--- src/design/mbce_pkg.sv ---
package mbce_pkg;

  // Default screen geometry.
  localparam int SCREEN_WIDTH_DEF  = 240;
  localparam int SCREEN_HEIGHT_DEF = 240;

  // Pixels carried by one bitmap byte.
  localparam int BYTE_PIXELS = 8;

  // Register reset values.
  localparam logic [7:0]  ORIGIN_X_RST = 8'd0;
  localparam logic [7:0]  ORIGIN_Y_RST = 8'd0;
  localparam logic [7:0]  WIDTH_RST    = 8'd8;
  localparam logic [7:0]  HEIGHT_RST   = 8'd16;
  localparam logic [15:0] FORE_RST     = 16'hFFFF;
  localparam logic [15:0] BACK_RST     = 16'h0000;

  // Register indexes of the configuration port.
  typedef enum logic [2:0] {
    REG_ORIGIN_X = 3'd0,
    REG_ORIGIN_Y = 3'd1,
    REG_WIDTH    = 3'd2,
    REG_HEIGHT   = 3'd3,
    REG_FORE     = 3'd4,
    REG_BACK     = 3'd5
  } reg_index_t;

  // Current register contents.
  typedef struct packed {
    logic [7:0]  origin_x;
    logic [7:0]  origin_y;
    logic [7:0]  width;
    logic [7:0]  height;
    logic [15:0] fore;
    logic [15:0] back;
  } cfg_t;

  // Work for one accepted byte, handed from the row tracker to the serializer.
  typedef struct packed {
    logic       ok;
    logic [7:0] bits;
    logic [3:0] count;
    logic       end_row;
    logic       end_map;
  } item_desc_t;

endpackage

--- src/design/mbce_geom.sv ---
module mbce_geom import mbce_pkg::*; #(
  parameter int SCREEN_WIDTH  = SCREEN_WIDTH_DEF,
  parameter int SCREEN_HEIGHT = SCREEN_HEIGHT_DEF
) (
  input  logic       clk,
  input  logic       rst,
  input  cfg_t       cfg,
  input  logic       accept,
  input  logic [7:0] bitmap_byte,
  output item_desc_t desc
);

  // Sum width holds both origin plus width and the screen size.
  localparam int XW = $clog2(SCREEN_WIDTH + 512);
  localparam int YW = $clog2(SCREEN_HEIGHT + 512);

  logic [4:0] byte_in_row;
  logic [4:0] byte_in_row_next;
  logic [7:0] row_index;
  logic [7:0] row_index_next;

  logic [XW-1:0] x_end;
  logic [YW-1:0] y_end;
  logic          window_ok;
  logic [4:0]    last_byte;
  logic          end_row;
  logic          end_map;
  logic [7:0]    tail_pixels;

  // The window must be nonempty and lie fully on the screen.
  assign x_end = XW'(cfg.origin_x) + XW'(cfg.width);
  assign y_end = YW'(cfg.origin_y) + YW'(cfg.height);
  assign window_ok = (cfg.width != 8'd0) && (cfg.height != 8'd0) &&
                     (x_end <= XW'(SCREEN_WIDTH)) && (y_end <= YW'(SCREEN_HEIGHT));

  // Position of this byte within the bitmap.
  assign last_byte   = 5'((9'(cfg.width) + 9'd7) >> 3) - 5'd1;
  assign end_row     = byte_in_row >= last_byte;
  assign end_map     = end_row && (row_index >= cfg.height - 8'd1);
  assign tail_pixels = cfg.width - {last_byte, 3'b000};

  always_comb begin
    desc.ok      = window_ok;
    desc.bits    = bitmap_byte;
    desc.count   = end_row ? tail_pixels[3:0] : 4'(BYTE_PIXELS);
    desc.end_row = end_row;
    desc.end_map = end_map;
  end

  // Counters advance only on bytes of a valid window.
  always_comb begin
    byte_in_row_next = byte_in_row;
    row_index_next   = row_index;
    if (accept && window_ok) begin
      if (end_row) begin
        byte_in_row_next = 5'd0;
        row_index_next   = end_map ? 8'd0 : row_index + 8'd1;
      end else begin
        byte_in_row_next = byte_in_row + 5'd1;
      end
    end
  end

  always_ff @(posedge clk) begin
    if (rst) begin
      byte_in_row <= 5'd0;
      row_index   <= 8'd0;
    end else begin
      byte_in_row <= byte_in_row_next;
      row_index   <= row_index_next;
    end
  end

  // A byte at the last row and last byte closes the bitmap.
  a_map_is_row: assert property (@(posedge clk) disable iff (rst)
    end_map |-> end_row)
    else $error("bitmap end without row end");

  // After a closing byte both counters are back at zero.
  a_wrap: assert property (@(posedge clk) disable iff (rst)
    (accept && window_ok && end_map) |=> (byte_in_row == 5'd0 && row_index == 8'd0))
    else $error("counters did not wrap after bitmap end");

  // The final byte of a row never yields more than a full byte of pixels.
  a_tail: assert property (@(posedge clk) disable iff (rst)
    (window_ok && end_row) |-> (tail_pixels >= 8'd1 && tail_pixels <= 8'd8))
    else $error("row tail pixel count out of range");

endmodule

--- src/design/mbce_serial.sv ---
module mbce_serial import mbce_pkg::*; (
  input  logic        clk,
  input  logic        rst,
  input  cfg_t        cfg,
  input  logic        load,
  input  item_desc_t  desc,
  output logic        take,
  output logic        out_valid,
  input  logic        out_stall,
  output logic [15:0] pixel_color,
  output logic        last_of_byte,
  output logic        last_of_row,
  output logic        last_of_bitmap
);

  // Holding register: the byte being expanded.
  logic       h_valid;
  logic [7:0] h_bits;
  logic [3:0] h_left;
  logic       h_end_row;
  logic       h_end_map;

  logic o_load;
  logic h_last;

  // One pixel moves to the result register whenever it is free or being taken.
  assign o_load = h_valid && (!out_valid || !out_stall);
  assign h_last = (h_left == 4'd1);
  assign take   = !h_valid || (o_load && h_last);

  always_ff @(posedge clk) begin
    if (rst) begin
      h_valid <= 1'b0;
    end else if (take) begin
      h_valid <= load;
    end else if (o_load && h_last) begin
      h_valid <= 1'b0;
    end
  end

  always_ff @(posedge clk) begin
    if (take && load) begin
      h_bits    <= desc.bits;
      h_left    <= desc.count;
      h_end_row <= desc.end_row;
      h_end_map <= desc.end_map;
    end else if (o_load) begin
      h_bits <= h_bits >> 1;
      h_left <= h_left - 4'd1;
    end
  end

  // Result register.
  always_ff @(posedge clk) begin
    if (rst) begin
      out_valid <= 1'b0;
    end else if (o_load) begin
      out_valid <= 1'b1;
    end else if (!out_stall) begin
      out_valid <= 1'b0;
    end
  end

  always_ff @(posedge clk) begin
    if (o_load) begin
      pixel_color    <= h_bits[0] ? cfg.fore : cfg.back;
      last_of_byte   <= h_last;
      last_of_row    <= h_last && h_end_row;
      last_of_bitmap <= h_last && h_end_map;
    end
  end

  // A busy holding register always has pixels left to send.
  a_left: assert property (@(posedge clk) disable iff (rst)
    h_valid |-> (h_left != 4'd0 && h_left <= 4'(BYTE_PIXELS)))
    else $error("holding register has no pixels left");

  // A new byte enters a busy holding register only as its last pixel leaves.
  a_overlap: assert property (@(posedge clk) disable iff (rst)
    (load && take && h_valid) |-> (o_load && h_last))
    else $error("byte loaded over an unfinished byte");

  // Row and bitmap ends are always byte ends.
  a_flags: assert property (@(posedge clk) disable iff (rst)
    out_valid |-> ((!last_of_row || last_of_byte) && (!last_of_bitmap || last_of_row)))
    else $error("inconsistent end flags");

endmodule

--- src/design/mono_bitmap_color_expander.sv ---
// Monochrome bitmap color expander, RGB565 output.
//
// Input channel: one bitmap byte per item (in_valid / in_stall), bit 0 is
// the leftmost pixel. Output channel: one pixel color per item
// (out_valid / out_stall) with byte, row and bitmap end flags.
// Configuration: cfg_valid / cfg_ready write port, always ready; cfg_index
// selects origin_x, origin_y, width, height, fore color, back color.
//
// An accepted byte enters the holding register, and its pixels move one at a
// time to the result register. A byte occupies the holding register until its
// last pixel leaves, and the last byte of a row yields only the pixels left in
// it. The single pixel path from holding register to result register limits
// the pixel rate. The next byte is accepted in the cycle its predecessor's last
// pixel leaves. Bytes for a window that is off screen or empty are consumed one
// per cycle once the holding register is empty and give no pixels.
//
// Reset clears the byte and row counters, empties the holding and result
// registers and loads the register defaults. On a receiver stall the result
// holds and the input stalls as soon as the holding register cannot drain.
module mono_bitmap_color_expander import mbce_pkg::*; #(
  parameter int SCREEN_WIDTH  = SCREEN_WIDTH_DEF,
  parameter int SCREEN_HEIGHT = SCREEN_HEIGHT_DEF
) (
  input  logic        clk,
  input  logic        rst,
  input  logic        cfg_valid,
  output logic        cfg_ready,
  input  logic [2:0]  cfg_index,
  input  logic [15:0] cfg_data,
  input  logic        in_valid,
  output logic        in_stall,
  input  logic [7:0]  bitmap_byte,
  output logic        out_valid,
  input  logic        out_stall,
  output logic [15:0] pixel_color,
  output logic        last_of_byte,
  output logic        last_of_row,
  output logic        last_of_bitmap
);

  cfg_t       cfg;
  item_desc_t desc;
  logic       take;
  logic       accept;

  // Configuration registers.
  assign cfg_ready = 1'b1;

  always_ff @(posedge clk) begin
    if (rst) begin
      cfg.origin_x <= ORIGIN_X_RST;
      cfg.origin_y <= ORIGIN_Y_RST;
      cfg.width    <= WIDTH_RST;
      cfg.height   <= HEIGHT_RST;
      cfg.fore     <= FORE_RST;
      cfg.back     <= BACK_RST;
    end else if (cfg_valid && cfg_ready) begin
      case (reg_index_t'(cfg_index))
        REG_ORIGIN_X: cfg.origin_x <= cfg_data[7:0];
        REG_ORIGIN_Y: cfg.origin_y <= cfg_data[7:0];
        REG_WIDTH:    cfg.width    <= cfg_data[7:0];
        REG_HEIGHT:   cfg.height   <= cfg_data[7:0];
        REG_FORE:     cfg.fore     <= cfg_data;
        REG_BACK:     cfg.back     <= cfg_data;
        default: begin
        end
      endcase
    end
  end

  // Input handshake.
  assign in_stall = !take;
  assign accept   = in_valid && take;

  mbce_geom #(
    .SCREEN_WIDTH  (SCREEN_WIDTH),
    .SCREEN_HEIGHT (SCREEN_HEIGHT)
  ) u_geom (
    .clk         (clk),
    .rst         (rst),
    .cfg         (cfg),
    .accept      (accept),
    .bitmap_byte (bitmap_byte),
    .desc        (desc)
  );

  mbce_serial u_serial (
    .clk            (clk),
    .rst            (rst),
    .cfg            (cfg),
    .load           (accept && desc.ok),
    .desc           (desc),
    .take           (take),
    .out_valid      (out_valid),
    .out_stall      (out_stall),
    .pixel_color    (pixel_color),
    .last_of_byte   (last_of_byte),
    .last_of_row    (last_of_row),
    .last_of_bitmap (last_of_bitmap)
  );

endmodule

--- config.mk ---
export PLATFORM = sky130hd
export DESIGN_NAME = mono_bitmap_color_expander
export DESIGN_NICKNAME = d
export VERILOG_FILES = /design/src/design/mbce_pkg.sv /design/src/design/mbce_geom.sv /design/src/design/mbce_serial.sv /design/src/design/mono_bitmap_color_expander.sv
export SDC_FILE = /design/constraint.sdc
export NUM_CORES = 1
export LEC_CHECK = 0
export BUFFER_PORTS_ARGS = -buffer_cell sky130_fd_sc_hd__buf_2
export CAP_MARGIN = 20
export CORE_ASPECT_RATIO = 1.75
export CORE_MARGIN = 2
export CORE_UTILIZATION = 35
export DETAILED_ROUTE_END_ITERATION = 8
export GPL_ROUTABILITY_DRIVEN = 0
export PLACE_DENSITY_LB_ADDON = 0.2
export SKIP_CTS_REPAIR_TIMING = 1
export SYNTH_ARGS = -nofsm -noshare
export SYNTH_HDL_FRONTEND = slang
export SYNTH_SLANG_ARGS = --single-unit
--- constraint.sdc ---
create_clock -name clk -period 3.9 [get_ports clk]
set_input_delay 0.585 -clock clk [delete_from_list [all_inputs] [get_ports clk]]
set_output_delay 0.585 -clock clk [all_outputs]
set_load 0.03 [all_outputs]
* Yosys cells after proc, flatten, opt, wreduce, memory -nomap -nowiden
Cells that the tools add are included.
** Cells by class
- $add $sub $neg :: 9
- Magnitude comparators :: 4
- Equal/unequal tests :: 7
- Mux-type cells :: 12
- Reduce and logical (&&, ||, !) cells :: 29
** Operators with widths (number)
- $mux W8 :: 3
- $le A10 B8 Y1 const B :: 2
- $add A8 B8 Y9 :: 2
- $mux W16 :: 1
- $reduce_bool A8 Y1 :: 2
- $reduce_and A2 Y1 :: 7
- $mux W4 :: 3
- $logic_and A1 B1 Y1 :: 11
- $add A8 B1 Y8 const B :: 1
- $add A8 B3 Y8 const B :: 1
- $ge A8 B8 Y1 :: 1
- $sub A8 B1 Y8 const B :: 1
- $eq A3 B2 Y1 const B :: 2
- $eq A3 B3 Y1 const B :: 2
- $add A5 B1 Y5 const B :: 1
- $ge A5 B5 Y1 :: 1
- $mux W5 :: 1
- $sub A5 B1 Y5 const B :: 1
- $eq A4 B1 Y1 const B :: 1
- $logic_not A1 Y1 :: 4
- $mux W1 :: 4
- $reduce_bool A2 Y1 :: 2
- $sub A4 B1 Y4 const B :: 1
- $sub A4 B4 Y4 :: 1
- other kinds (4) :: 5
** Word-level totals
- Bits in registers :: 112
- Logic and storage cells :: 79

* Longest topological paths before layout
Gate-level depths: netlist (run 1).
- Word-level depth :: 9
- Mapped depth :: 16

* Hierarchy
Synthesis (run 1) repeated with hierarchy kept, for this count alone.
** Second synthesis, totals
- Cells, all modules :: 601
- Area, all modules :: 6247.2 um^2
** Modules (own cells, without submodules)
- mono_bitmap_color_expander :: instances 1, cells an instance 257, area each 2647.5 um^2, seq. area each 1281.2 um^2
- mbce_geom :: instances 1, cells an instance 256, area each 2045.7 um^2, seq. area each 260.2 um^2
- mbce_serial :: instances 1, cells an instance 88, area each 1554.0 um^2, seq. area each 1031.0 um^2

* Worst setup path after synthesis (run 1)
No wires, ideal clock.
- Path type :: reg-to-reg
- From :: register cfg[41] (netlist name)
- To :: register u_geom.row_index[4]
- Library setup time :: 0.132 ns
- Arrival time :: 2.810 ns
- Required time :: 3.768 ns
- Setup slack :: 0.958 ns
- Cell stages (with the launch flop) :: 17
- Period minus slack after synthesis :: 2.942 ns
- Cells stage by stage :: dfxtp_1 or3_1 clkbuf_1 nand2_1 xor2_1 ha_1 nor3_1 a31oi_1 xor2_1 ha_1 nand2_1 o21a_1 inv_1 clkbuf_1 o21ai_0 o31ai_1 a21oi_1
** RTL lines
- $add A8 B3 Y8 * :: RTL line mbce_geom.sv:37 : assign last_byte = 5'((9'(cfg.width) + 9'd7) >> 3) - 5'd1;
- $sub A5 B1 Y5 * :: RTL line mbce_geom.sv:37
- $ge A5 B5 Y1 * :: RTL line mbce_geom.sv:38 : assign end_row = byte_in_row >= last_byte;
- via u_geom.end_row :: RTL line mbce_geom.sv:26 : logic end_row;
- $logic_and A1 B1 Y1 :: RTL line mbce_geom.sv:39 : assign end_map = end_row && (row_index >= cfg.height - 8'd1);
- $mux W8 :: RTL line mbce_geom.sv:57 : row_index_next = end_map ? 8'd0 : row_index + 8'd1;
- end signal, assigned :: RTL line mbce_geom.sv:70 : row_index <= row_index_next;
- end, declared :: RTL line mbce_geom.sv:19 : logic [7:0] row_index;
The timed path passes the listed nets; every way through them passes the cells marked *.
A chain may end at the register's enable or synchronous reset.

* Worst setup path after layout (run 1)
- From :: register cfg[41] (netlist name)
- To :: register u_geom.byte_in_row[4]
** Between the ends
- Word-level cells in the longest chain between the ends :: 5
** Ends and longest elaborated chain
- parallel branches: the longest is 5 deep, another holds $add A8 B3 Y8
- end signal, assigned :: RTL line mbce_geom.sv:69 : byte_in_row <= byte_in_row_next;
- end, declared :: RTL line mbce_geom.sv:17 : logic [4:0] byte_in_row;
Parallel ways; which one is timed is not known.

==> results by group, run 1 <==
Run status
  – Status: finished clean

STA
  – Fin crit share: 87.8%
  – Final hold vios: 0
  – Final Skew: 0.0107 ns
  – Slew margin rel.: 36.6%
  – Slew Limit Fails: 0
  – Fmax: 0.292 GHz
  – Final setup violation count: 0
  – Total negative slack: 0 ns
  – RSZ-0062 raised after global routing: no
  – Least-Margin Pin Slew: 0.950 ns
  – Final critical-path required period: 3.42 ns

Final layout
  – Diodes inserted: 0
  – Final Non-Filler Cells: 852
  – Share of cells above drive strength 1: 16.3%
  – Commonest non-fill, non-tap cell in the layout: nand2_1
  – Most frequent cells in the layout: nand2_1 (133), dfxtp_1 (79), a21oi_1 (63)
  – Final instance area: 0.00641 mm^2
  – Layout area overhead: 12.9%
  – Fill count: 1,614
  – Final #Nets: 728

Worst setup path
  – Critical Path AT: 3.71 ns
  – Reg2reg path depth: 13
  – Worst r2r src: cfg[41]
  – CP endpoint kind: register
  – Critical setup path kind: register to register
  – Critical path startpoint category: register
  – R2r endpoint: u_geom.byte_in_row[4]
  – Critical path fanouts, max: 13
  – Worst reg-to-reg setup slack: 0.48 ns
  – CP Data Required Time: 4.18 ns

GRT
  – Global-route wire length before repair: 22,900 um
  – Antenna violations before repair: 0
  – Overall routing resource usage: 16.7%
  – Vias in the first global route: 4,570
  – GRT Residual Overflow: 0
  – Largest net degree at the start of global routing: 60

Drt
  – Via count: 4,482
  – Remaining DRCs: 0
  – DRT iter0 DRCs: 158
  – Final ANT Viol Nets: 0
  – Aggregate routed wire length: 14,100 um
  – Wirelength per Cell: 16.5 um
  – Vias per cell: 5.26
  – Drt first pass iters: 4

Floorplan
  – Die height: 173 um
  – Die area: 0.0173 mm^2
  – Ports: 54
  – CORE AREA: 0.0159 mm^2
  – FP Rows: 61
  – Die W: 100 um
  – Starting Density: 35.8%

Power
  – Peak supply drop: 0.211 mV
  – Leakage: 2.61 nW
  – Power Density: 425 mW/mm^2

Synthesis
  – Seq/Total Area, Yosys: 45.3%
  – EDFF count, synth: 33
  – Synthesized net count: 685
  – Yosys reg bits: 112
  – Yosys warnings: 0
  – Synth cell types: 56
  – Mapped Cells: 615
  – Syn_area_per_cell: 9.23 um^2
  – Synth Flop Type: dfxtp_1
  – Synth Cell Area: 0.00568 mm^2
  – FFs w/ async S/R, synth: 0%

CTS
  – CTS Sinks: 112
  – CTS tree: built
  – CTS H-tree depth: 3
  – CTS buffer count: 9
  – Clk buf depth: 2
  – Clk_lat worst skew: 0.36 ns
  – Clk slew on worst S/H paths: 0.08 ns
  – CTS root buffer: clkbuf_16

Worst hold path
  – HP Class: primary input to register
  – Hold Path Depth: 3
  – Hold Path Sink: cfg[26]
  – Min-delay src: cfg_data[10]

Place
  – Dpl hpwl: 10,100 um
  – Placed Cells: 835
  – Area post-placement: 0.00610 mm^2
  – Buffers added on ports: 52

Flow run
  – Max-Cap Viols: 0
[area by class of cell]
type | instances | area (um^2) | share of cell area [%]
clock buffer | 9 | 225 | 3.51
clock inverter | 7 | 78.8 | 1.23
inverter | 13 | 48.8 | 0.761
multi-input combinational | 462 | 2930 | 45.6
sequential | 112 | 2570 | 40.1
tap | 189 | 236 | 3.69
timing repair buffer | 60 | 324 | 5.05
[power by group]
group          switching, mW  internal, mW  leakage (nW)
Combinational          0.264         0.165          1.50
Clock                  0.487         0.461         0.149
Sequential            0.0510          1.30         0.958
Total                  0.802          1.93          2.61
[flip-flops by register name, indices dropped and copies added, names as in the netlist]
signal,cells
u_serial.h_end_row,1
u_geom.row_index,8
u_serial.out_valid,1
cfg,64
u_serial.h_left,4
u_serial.h_bits,8
u_serial.last_of_bitmap,1
u_serial.pixel_color,16
u_serial.last_of_row,1
u_serial.h_valid,1
u_serial.h_end_map,1
u_geom.byte_in_row,5
u_serial.last_of_byte,1
[cells by family (layout without fill, tap and decap cells)]
| kind of cell | Yosys count | count (layout) | share of synthesized area (%) |
|---|---|---|---|
| AOI/OAI and AO/OA | 114 | 114 | 12.5 |
| adders and majority gates | 38 | 38 | 8.64 |
| muxes | 33 | 33 | 6.32 |
| other | 1 | 1 | 0.0660 |
| buffers and inverters | 41 | 89 | 3.24 |
| xor gates and xnor gates | 23 | 23 | 3.55 |
| DFF | 112 | 112 | 45.3 |
| and+or+nand+nor | 253 | 253 | 20.4 |
[per-stage QoR]
stage               worst slack [ns]  power (mW)  hold WS (ns)  utilization, %
finish                         0.477        2.73         0.451            40.4
global route                   0.118        2.85         0.471            40.4
CTS                            0.466        2.76         0.445            40.3
detailed placement             0.494        1.81         0.444            38.4
global placement               0.611        1.80         0.439            38.4
floorplan                      0.958        1.68         0.434               -
[how the worst max path moves through the flow]
stage | from | to | slack (ns) | depth (start not counted)
floorplan | cfg[41] | u_geom.row_index[4] | 0.96 | 16
global placement | cfg[41] | u_geom.byte_in_row[4] | 0.61 | 14
detailed placement | cfg[41] | u_geom.byte_in_row[4] | 0.49 | 13
CTS | cfg[41] | u_geom.byte_in_row[4] | 0.47 | 13
global route | cfg[41] | u_geom.byte_in_row[4] | 0.12 | 13
finish | cfg[41] | u_geom.byte_in_row[4] | 0.48 | 13
[layer usage]
metal  GRT usage (%)  wire length (um)  part of all wire [%]
met2            31.5              7730                    55
met3            2.72               347                   2.5
met1            18.2              5660                    40
met4            5.94               314                   2.2
met5               0                 0                     0
[critical path, cell delays in order, from the launching register on]
cell and delay [ns]:
dfxtp_1 0.37, or3_1 0.46, xnor2_1 0.25, ha_1 0.26, nor3_1 0.08, a31oi_1 0.17, xor2_1 0.19, ha_1 0.27
a21oi_1 0.15, o21a_1 0.41, inv_1 0.29, nor3_1 0.23, nand3_1 0.10, a21oi_1 0.12
[synth_stat cells (all sizes together) (4+ instances only)]
library cell,count,area [um^2]
inv,13,48.8
and3,7,43.8
nor2b,7,43.8
o31ai,9,72.6
xor2,8,70.1
dfxtp,79,1580
o21ai,11,55.1
edfxtp,33,991
nand4,12,81.3
o41ai,4,50.1
or3,4,25.0
nand2,134,505
a21oi,64,324
nor2,27,101
clkbuf,20,75.1
nor3,12,60.1
mux2,23,259
buf,8,60.1
ha,36,450
nand3,30,150
mux2i,10,100
a21o,5,37.5
and2,6,37.5
xnor2,15,131
(Power assumes the default switching activity.)
==> inputs of run 2 (changes only) <==
--- a/config.mk
+++ b/config.mk
@@ -7,7 +7,7 @@
 export LEC_CHECK = 0
 export BUFFER_PORTS_ARGS = -buffer_cell sky130_fd_sc_hd__buf_2
 export CAP_MARGIN = 20
-export CORE_ASPECT_RATIO = 1.75
+export CORE_ASPECT_RATIO = 0.75
 export CORE_MARGIN = 2
 export CORE_UTILIZATION = 35
 export DETAILED_ROUTE_END_ITERATION = 8
==> constraint.sdc (replaced) <==
create_clock -name clk -period 3.9 [get_ports clk]
set_input_delay 0.78 -clock clk [delete_from_list [all_inputs] [get_ports clk]]
set_output_delay 0.78 -clock clk [all_outputs]
set_load 0.03 [all_outputs]
==> results by group, run 2 (same netlist as run 1, synthesis figures left out) <==
Drt
  – DR top layer: met4
  – DRT iter0 DRCs: 321 (+100%)
  – Wirelength per Cell: 15.7 um (-4.6%)
  – Aggregate routed wire length: 13,800 um (-2.1%)
  – Met2 wire length: 6010 um (-22%)
  – Routed met1 length: 6970 um (+23%)
  – Remaining DRCs: 0 (unchanged)
  – Vias per cell: 5.12 (-2.7%)
  – Drt first pass iters: 5 (+1)
  – Via count: 4,473 (-0.20%)
  – Final ANT Viol Nets: 0 (unchanged)
  – DR WL met3: 641 um (+85%)

GRT
  – Antenna violations before repair: 0 (unchanged)
  – GRT Residual Overflow: 0 (unchanged)
  – Vias in the first global route: 4,277 (-6.4%)
  – Largest net degree at the start of global routing: 60 (unchanged)
  – Overall routing resource usage: 16.3% (-0.44 points)
  – Global-route wire length before repair: 21,900 um (-4.3%)

Place
  – Buffers added on ports: 52 (unchanged)
  – Post-placement setup slack: 0.696 ns (+0.201 ns)
  – Dpl hpwl: 10,000 um (-1.1%)
  – Area post-placement: 0.00613 mm^2 (+0.59%)

Final layout
  – Diodes inserted: 0 (unchanged)
  – Largest Register: cfg
  – Max reg flops: 64 (unchanged)
  – Commonest non-fill, non-tap cell in the layout: nand2_1
  – Layout area overhead: 13.3%
  – Most frequent cells in the layout: nand2_1 (133), dfxtp_1 (79), a21oi_1 (63)
  – Final instance area: 0.00644 mm^2 (+0.35%)
  – Final #Nets: 729 (+0.14%)
  – Largest registers: cfg: 64 flops, u_serial.pixel_color: 16 flops
  – Share of cells above drive strength 1: 16.1% (-0.18 points)

CTS
  – Clk_lat worst skew: 0.35 ns (about the same)
  – CTS buffer count: 9 (unchanged)
  – CTS H-tree depth: 3 (unchanged)
  – Clk slew on worst S/H paths: 0.08 ns (about the same)
  – CTS Sinks: 112 (unchanged)
  – Clk buf depth: 2 (unchanged)
  – CTS tree: built
  – CTS root buffer: clkbuf_16

STA
  – RSZ-0062 raised after global routing: no
  – Final Skew: 0.0136 ns (+0.00292 ns)
  – Fin crit share: 83.5% (-4.3 points)
  – Least-Margin Pin Slew: 0.966 ns (+0.0167 ns)
  – Fmax: 0.307 GHz (+5.1%)
  – Fin worst setup slack: 0.643 ns (+0.167 ns)
  – Slew Limit Fails: 0 (unchanged)
  – Total negative slack: 0 ns (unchanged)
  – Final hold vios: 0 (unchanged)
  – Slew margin rel.: 35.1% (-1.5 points)
  – Final critical-path required period: 3.26 ns (-0.167 ns)
  – Final setup violation count: 0 (unchanged)

Floorplan
  – Die area: 0.0173 mm^2 (-0.17%)
  – Die W: 151 um (+51%)
  – Ports: 54 (unchanged)
  – CORE AREA: 0.0160 mm^2 (+0.57%)
  – Starting Density: 35.6% (-0.20 points)
  – FP Rows: 40 (-34%)
  – Die height: 114 um (-34%)

Run status
  – Status: finished clean

Worst setup path
  – Critical path startpoint category: register
  – Critical setup path kind: register to register
  – Critical path fanouts, max: 12 (-1)
  – Worst r2r src: cfg[41]
  – Worst reg-to-reg setup slack: 0.64 ns (+0.17 ns)
  – Critical Path Source: cfg[41]
  – CP Data Required Time: 4.18 ns (about the same)
  – CP endpoint kind: register
  – Critical Path AT: 3.54 ns (-0.17 ns)

Power
  – Power Density: 421 mW/mm^2 (-0.89%)
  – Peak supply drop: 0.187 mV (-12%)
  – Leakage: 2.61 nW (about the same)

Worst hold path
  – HP Class: register to register
  – Min-delay src: cfg[4]

Flow run
  – Max-Cap Viols: 0 (unchanged)
[run 2: area by class of cell]
class	count	area (um^2)
clock buffer	9	225
clock inverter	7	76.3
fill	1611	9530
inverter	13	48.8
multi-input combinational	462	2920
sequential	112	2570
tap	210	263
timing repair buffer	61	328
[run 2: worst paths after layout]
check                        endpoint  depth (start not counted)
hold / removal                 cfg[4]                          2
setup reg to reg  u_geom.row_index[7]                         14
hold reg to reg                cfg[4]                          2
setup / recovery  u_geom.row_index[7]                         14
[run 2: where the power goes]
group / switching (mW) / leakage (nW) / total [mW] / internal [mW]
Sequential: 0.0513 / 0.958 / 1.35 / 1.30
Clock: 0.467 / 0.147 / 0.924 / 0.457
Combinational: 0.269 / 1.51 / 0.437 / 0.168
[run 2: critical path, stage by stage (launching register included)]
cell	delay [ns]
dfxtp_1	0.37
or3_1	0.47
nand2_1	0.13
xor2_1	0.07
ha_1	0.24
nor3_1	0.21
a31oi_1	0.08
xor2_1	0.16
ha_1	0.30
nand2_1	0.05
o21a_1	0.18
buf_4	0.19
nor2_1	0.43
nand4_1	0.15
a21oi_1	0.17
[run 2: metal layers]
metal	up-vias	global-route usage [%]
li1	2256	-
met1	2109	24.1
met2	94	24.2
met3	14	3.23
met4	0	4.17
met5	-	0
[run 2: stage by stage]
stage	utilization, %	cells	hold WS (ns)	total power, mW
finish	40.3	874	0.452	2.71
global route	40.3	874	0.481	2.84
CTS	40.3	874	0.455	2.74
detailed placement	38.4	858	0.444	1.81
global placement	38.4	858	0.440	1.80
floorplan	-	615	0.434	1.68
==> inputs of run 3 (changes only) <==
==> constraint.sdc (replaced) <==
create_clock -name clk -period 3 [get_ports clk]
set_input_delay 0.6 -clock clk [delete_from_list [all_inputs] [get_ports clk]]
set_output_delay 0.6 -clock clk [all_outputs]
set_load 0.03 [all_outputs]
==> results by group, run 3 (same netlist as run 1, synthesis figures left out) <==
STA
  – Total negative slack: 0 ns (unchanged)
  – Final setup violation count: 0 (unchanged)
  – Fin worst setup slack: 0.0607 ns (-0.583 ns)
  – Final critical-path required period: 2.94 ns (-0.317 ns)
  – Fmax: 0.340 GHz (+11%)
  – Slew Limit Fails: 0 (unchanged)
  – Least-Margin Pin Slew: 0.829 ns (-0.137 ns)
  – Final hold vios: 0 (unchanged)
  – RSZ-0062 raised after global routing: yes
  – Final Skew: 0.0116 ns (-0.00202 ns)
  – Slew margin rel.: 44.7% (+9.6 points)
  – Fin crit share: 98.0% (+14 points)
  – Hold Slack: 0.456 ns (+0.00369 ns)

Final layout
  – FF/Latch Area: 0.00258 mm^2 (+0.24%)
  – Fill count: 1,563 (-3.0%)
  – Most frequent cells in the layout: nand2_1 (132), dfxtp_1 (76), a21oi_1 (60)
  – Share of cells above drive strength 1: 20.2% (+4.1 points)
  – Area of the multi-input gates: 0.00299 mm^2 (+2.3%)
  – Final #Nets: 743 (+1.9%)
  – Diodes inserted: 0 (unchanged)
  – Commonest non-fill, non-tap cell in the layout: nand2_1
  – Layout area overhead: 16.5%
  – Largest Register: cfg
  – Final Non-Filler Cells: 888 (+1.6%)
  – Layout Utilization: 41.4% (+1.1 points)
  – Max reg flops: 64 (unchanged)
  – Largest registers: cfg: 64 flops, u_serial.pixel_color: 16 flops
  – Final instance area: 0.00662 mm^2 (+2.8%)

Power
  – Power Density: 537 mW/mm^2 (+27%)
  – Sw Share: 28.2% (-0.85 points)
  – Tot Pwr: 3.55 mW (+31%)
  – Clock power frac: 32.9% (-1.2 points)
  – Leakage: 2.68 nW (+2.7%)
  – Net switching power: 1.00 mW (+27%)
  – Pint: 2.55 mW (+33%)
  – Logic pwr share: 17.7% (+1.6 points)
  – Seq pwr share: 49.4% (-0.4 points)
  – Peak supply drop: 0.278 mV (+48%)

Worst setup path
  – Critical path fanouts, max: 12 (unchanged)
  – Critical Path AT: 3.13 ns (-0.41 ns)
  – Critical path startpoint category: register
  – Critical setup path kind: register to register
  – Worst reg-to-reg setup slack: 0.06 ns (-0.58 ns)
  – Reg2reg path depth: 15 (+1)
  – CP Data Required Time: 3.20 ns (-0.98 ns)
  – R2r endpoint: u_geom.row_index[4]
  – CP endpoint kind: register
  – Worst r2r src: cfg[41]

Drt
  – Wirelength per Cell: 15.6 um (-0.98%)
  – Remaining DRCs: 0 (unchanged)
  – Final ANT Viol Nets: 0 (unchanged)
  – Vias per cell: 5.20 (+1.6%)
  – DRT iter0 DRCs: 378 (+18%)
  – DR WL met3: 613 um (-4.4%)
  – DR top layer: met4
  – Drt first pass iters: 5 (unchanged)
  – Routed met1 length: 6980 um (+0.19%)
  – Via count: 4,618 (+3.2%)
  – Aggregate routed wire length: 13,800 um (+0.60%)
  – Met2 wire length: 6120 um (+1.8%)

CTS
  – Clk_lat worst skew: 0.35 ns (about the same)
  – CTS tree: built
  – Clk buf depth: 2 (unchanged)
  – CTS root buffer: clkbuf_16
  – CTS Sinks: 112 (unchanged)
  – CTS H-tree depth: 3 (unchanged)
  – Clk slew on worst S/H paths: 0.08 ns (about the same)
  – CTS buffer count: 9 (unchanged)

Worst hold path
  – Hold Path Depth: 2 (unchanged)
  – Min-delay src: cfg[2]
  – HP Class: register to register
  – Hold Path Sink: cfg[2]

Floorplan
  – Starting Density: 35.6% (unchanged)
  – Die height: 114 um (unchanged)
  – Die W: 151 um (unchanged)
  – CORE AREA: 0.0160 mm^2 (unchanged)
  – Die area: 0.0173 mm^2 (unchanged)
  – FP Rows: 40 (unchanged)
  – Ports: 54 (unchanged)

Place
  – Dpl hpwl: 10,000 um (about the same)
  – Placed Cells: 867 (+1.0%)
  – Post-placement setup slack: -0.0924 ns (-0.788 ns)
  – Area post-placement: 0.00620 mm^2 (+1.1%)
  – Buffers added on ports: 52 (unchanged)

Run status
  – Status: finished clean

GRT
  – Global-route wire length before repair: 22,200 um (+1.3%)
  – Antenna violations before repair: 0 (unchanged)
  – Vias in the first global route: 4,418 (+3.3%)
  – Largest net degree at the start of global routing: 60 (unchanged)
  – GRT Residual Overflow: 0 (unchanged)
  – Overall routing resource usage: 16.3% (+0.079 points)

Flow run
  – Max-Cap Viols: 0 (unchanged)
## run 3: cell types whose count changed in the layout (fill, tap and decap cells not counted), moves of 2 or more
cell        change
dfxtp_1         -3
clkinv_8        -2
a21oi_1         -3
dfxtp_2         +2
clkinvlp_4      +3
buf_4          +10
buf_6           +3
a21oi_2         +3
## run 3: critical path: stages (launching register included)
cell and delay, ns:
dfxtp_4 0.35, or3_4 0.41, nand2_2 0.08, xor2_1 0.15
ha_2 0.22, nor3_1 0.06, a31oi_1 0.17, xor2_1 0.17
ha_1 0.27, a21oi_2 0.14, o21a_2 0.21, buf_6 0.17
nor2_1 0.06, buf_4 0.16, nand4_1 0.09, a21oi_1 0.07
## run 3: layout make-up
| type | count | area share, % |
|---|---|---|
| clock inverters | 5 | 0.681 |
| multi-input cells | 462 | 45.2 |
| clock buffers | 11 | 3.67 |
| inverters | 13 | 0.794 |
| repair buffers | 74 | 6.60 |
| well taps | 210 | 3.97 |
| repair inverters | 1 | 0.113 |
| flip-flops and latches | 112 | 39.0 |
## run 3: routing by layer
| layer | global-route usage, % | vias to the layer above |
|---|---|---|
| met5 | 0 | - |
| met4 | 3.86 | 0 |
| met3 | 2.95 | 12 |
| met2 | 25.0 | 102 |
| met1 | 23.9 | 2223 |
| li1 | - | 2281 |
## run 3: worst max-delay path by stage
stage | slack [ns] | endpoint | cells after the start | start
floorplan | 0.06 | u_geom.row_index[4] | 16 | cfg[41]
global placement | 0.03 | u_serial.h_left[2] | 9 | cfg[40]
detailed placement | -0.09 | u_geom.row_index[4] | 8 | cfg[43]
CTS | -0.15 | u_geom.row_index[4] | 9 | cfg[40]
global route | -0.06 | u_geom.row_index[2] | 15 | cfg[41]
finish | 0.06 | u_geom.row_index[4] | 15 | cfg[41]
## run 3: power groups by stage
stage | logic (mW) | registers [mW] | clock network (mW)
floorplan | 0.359 | 1.82 | 0
global placement | 0.573 | 1.79 | 0
detailed placement | 0.583 | 1.79 | 0
CTS | 0.588 | 1.76 | 1.19
global route | 0.688 | 1.77 | 1.26
finish | 0.629 | 1.76 | 1.17
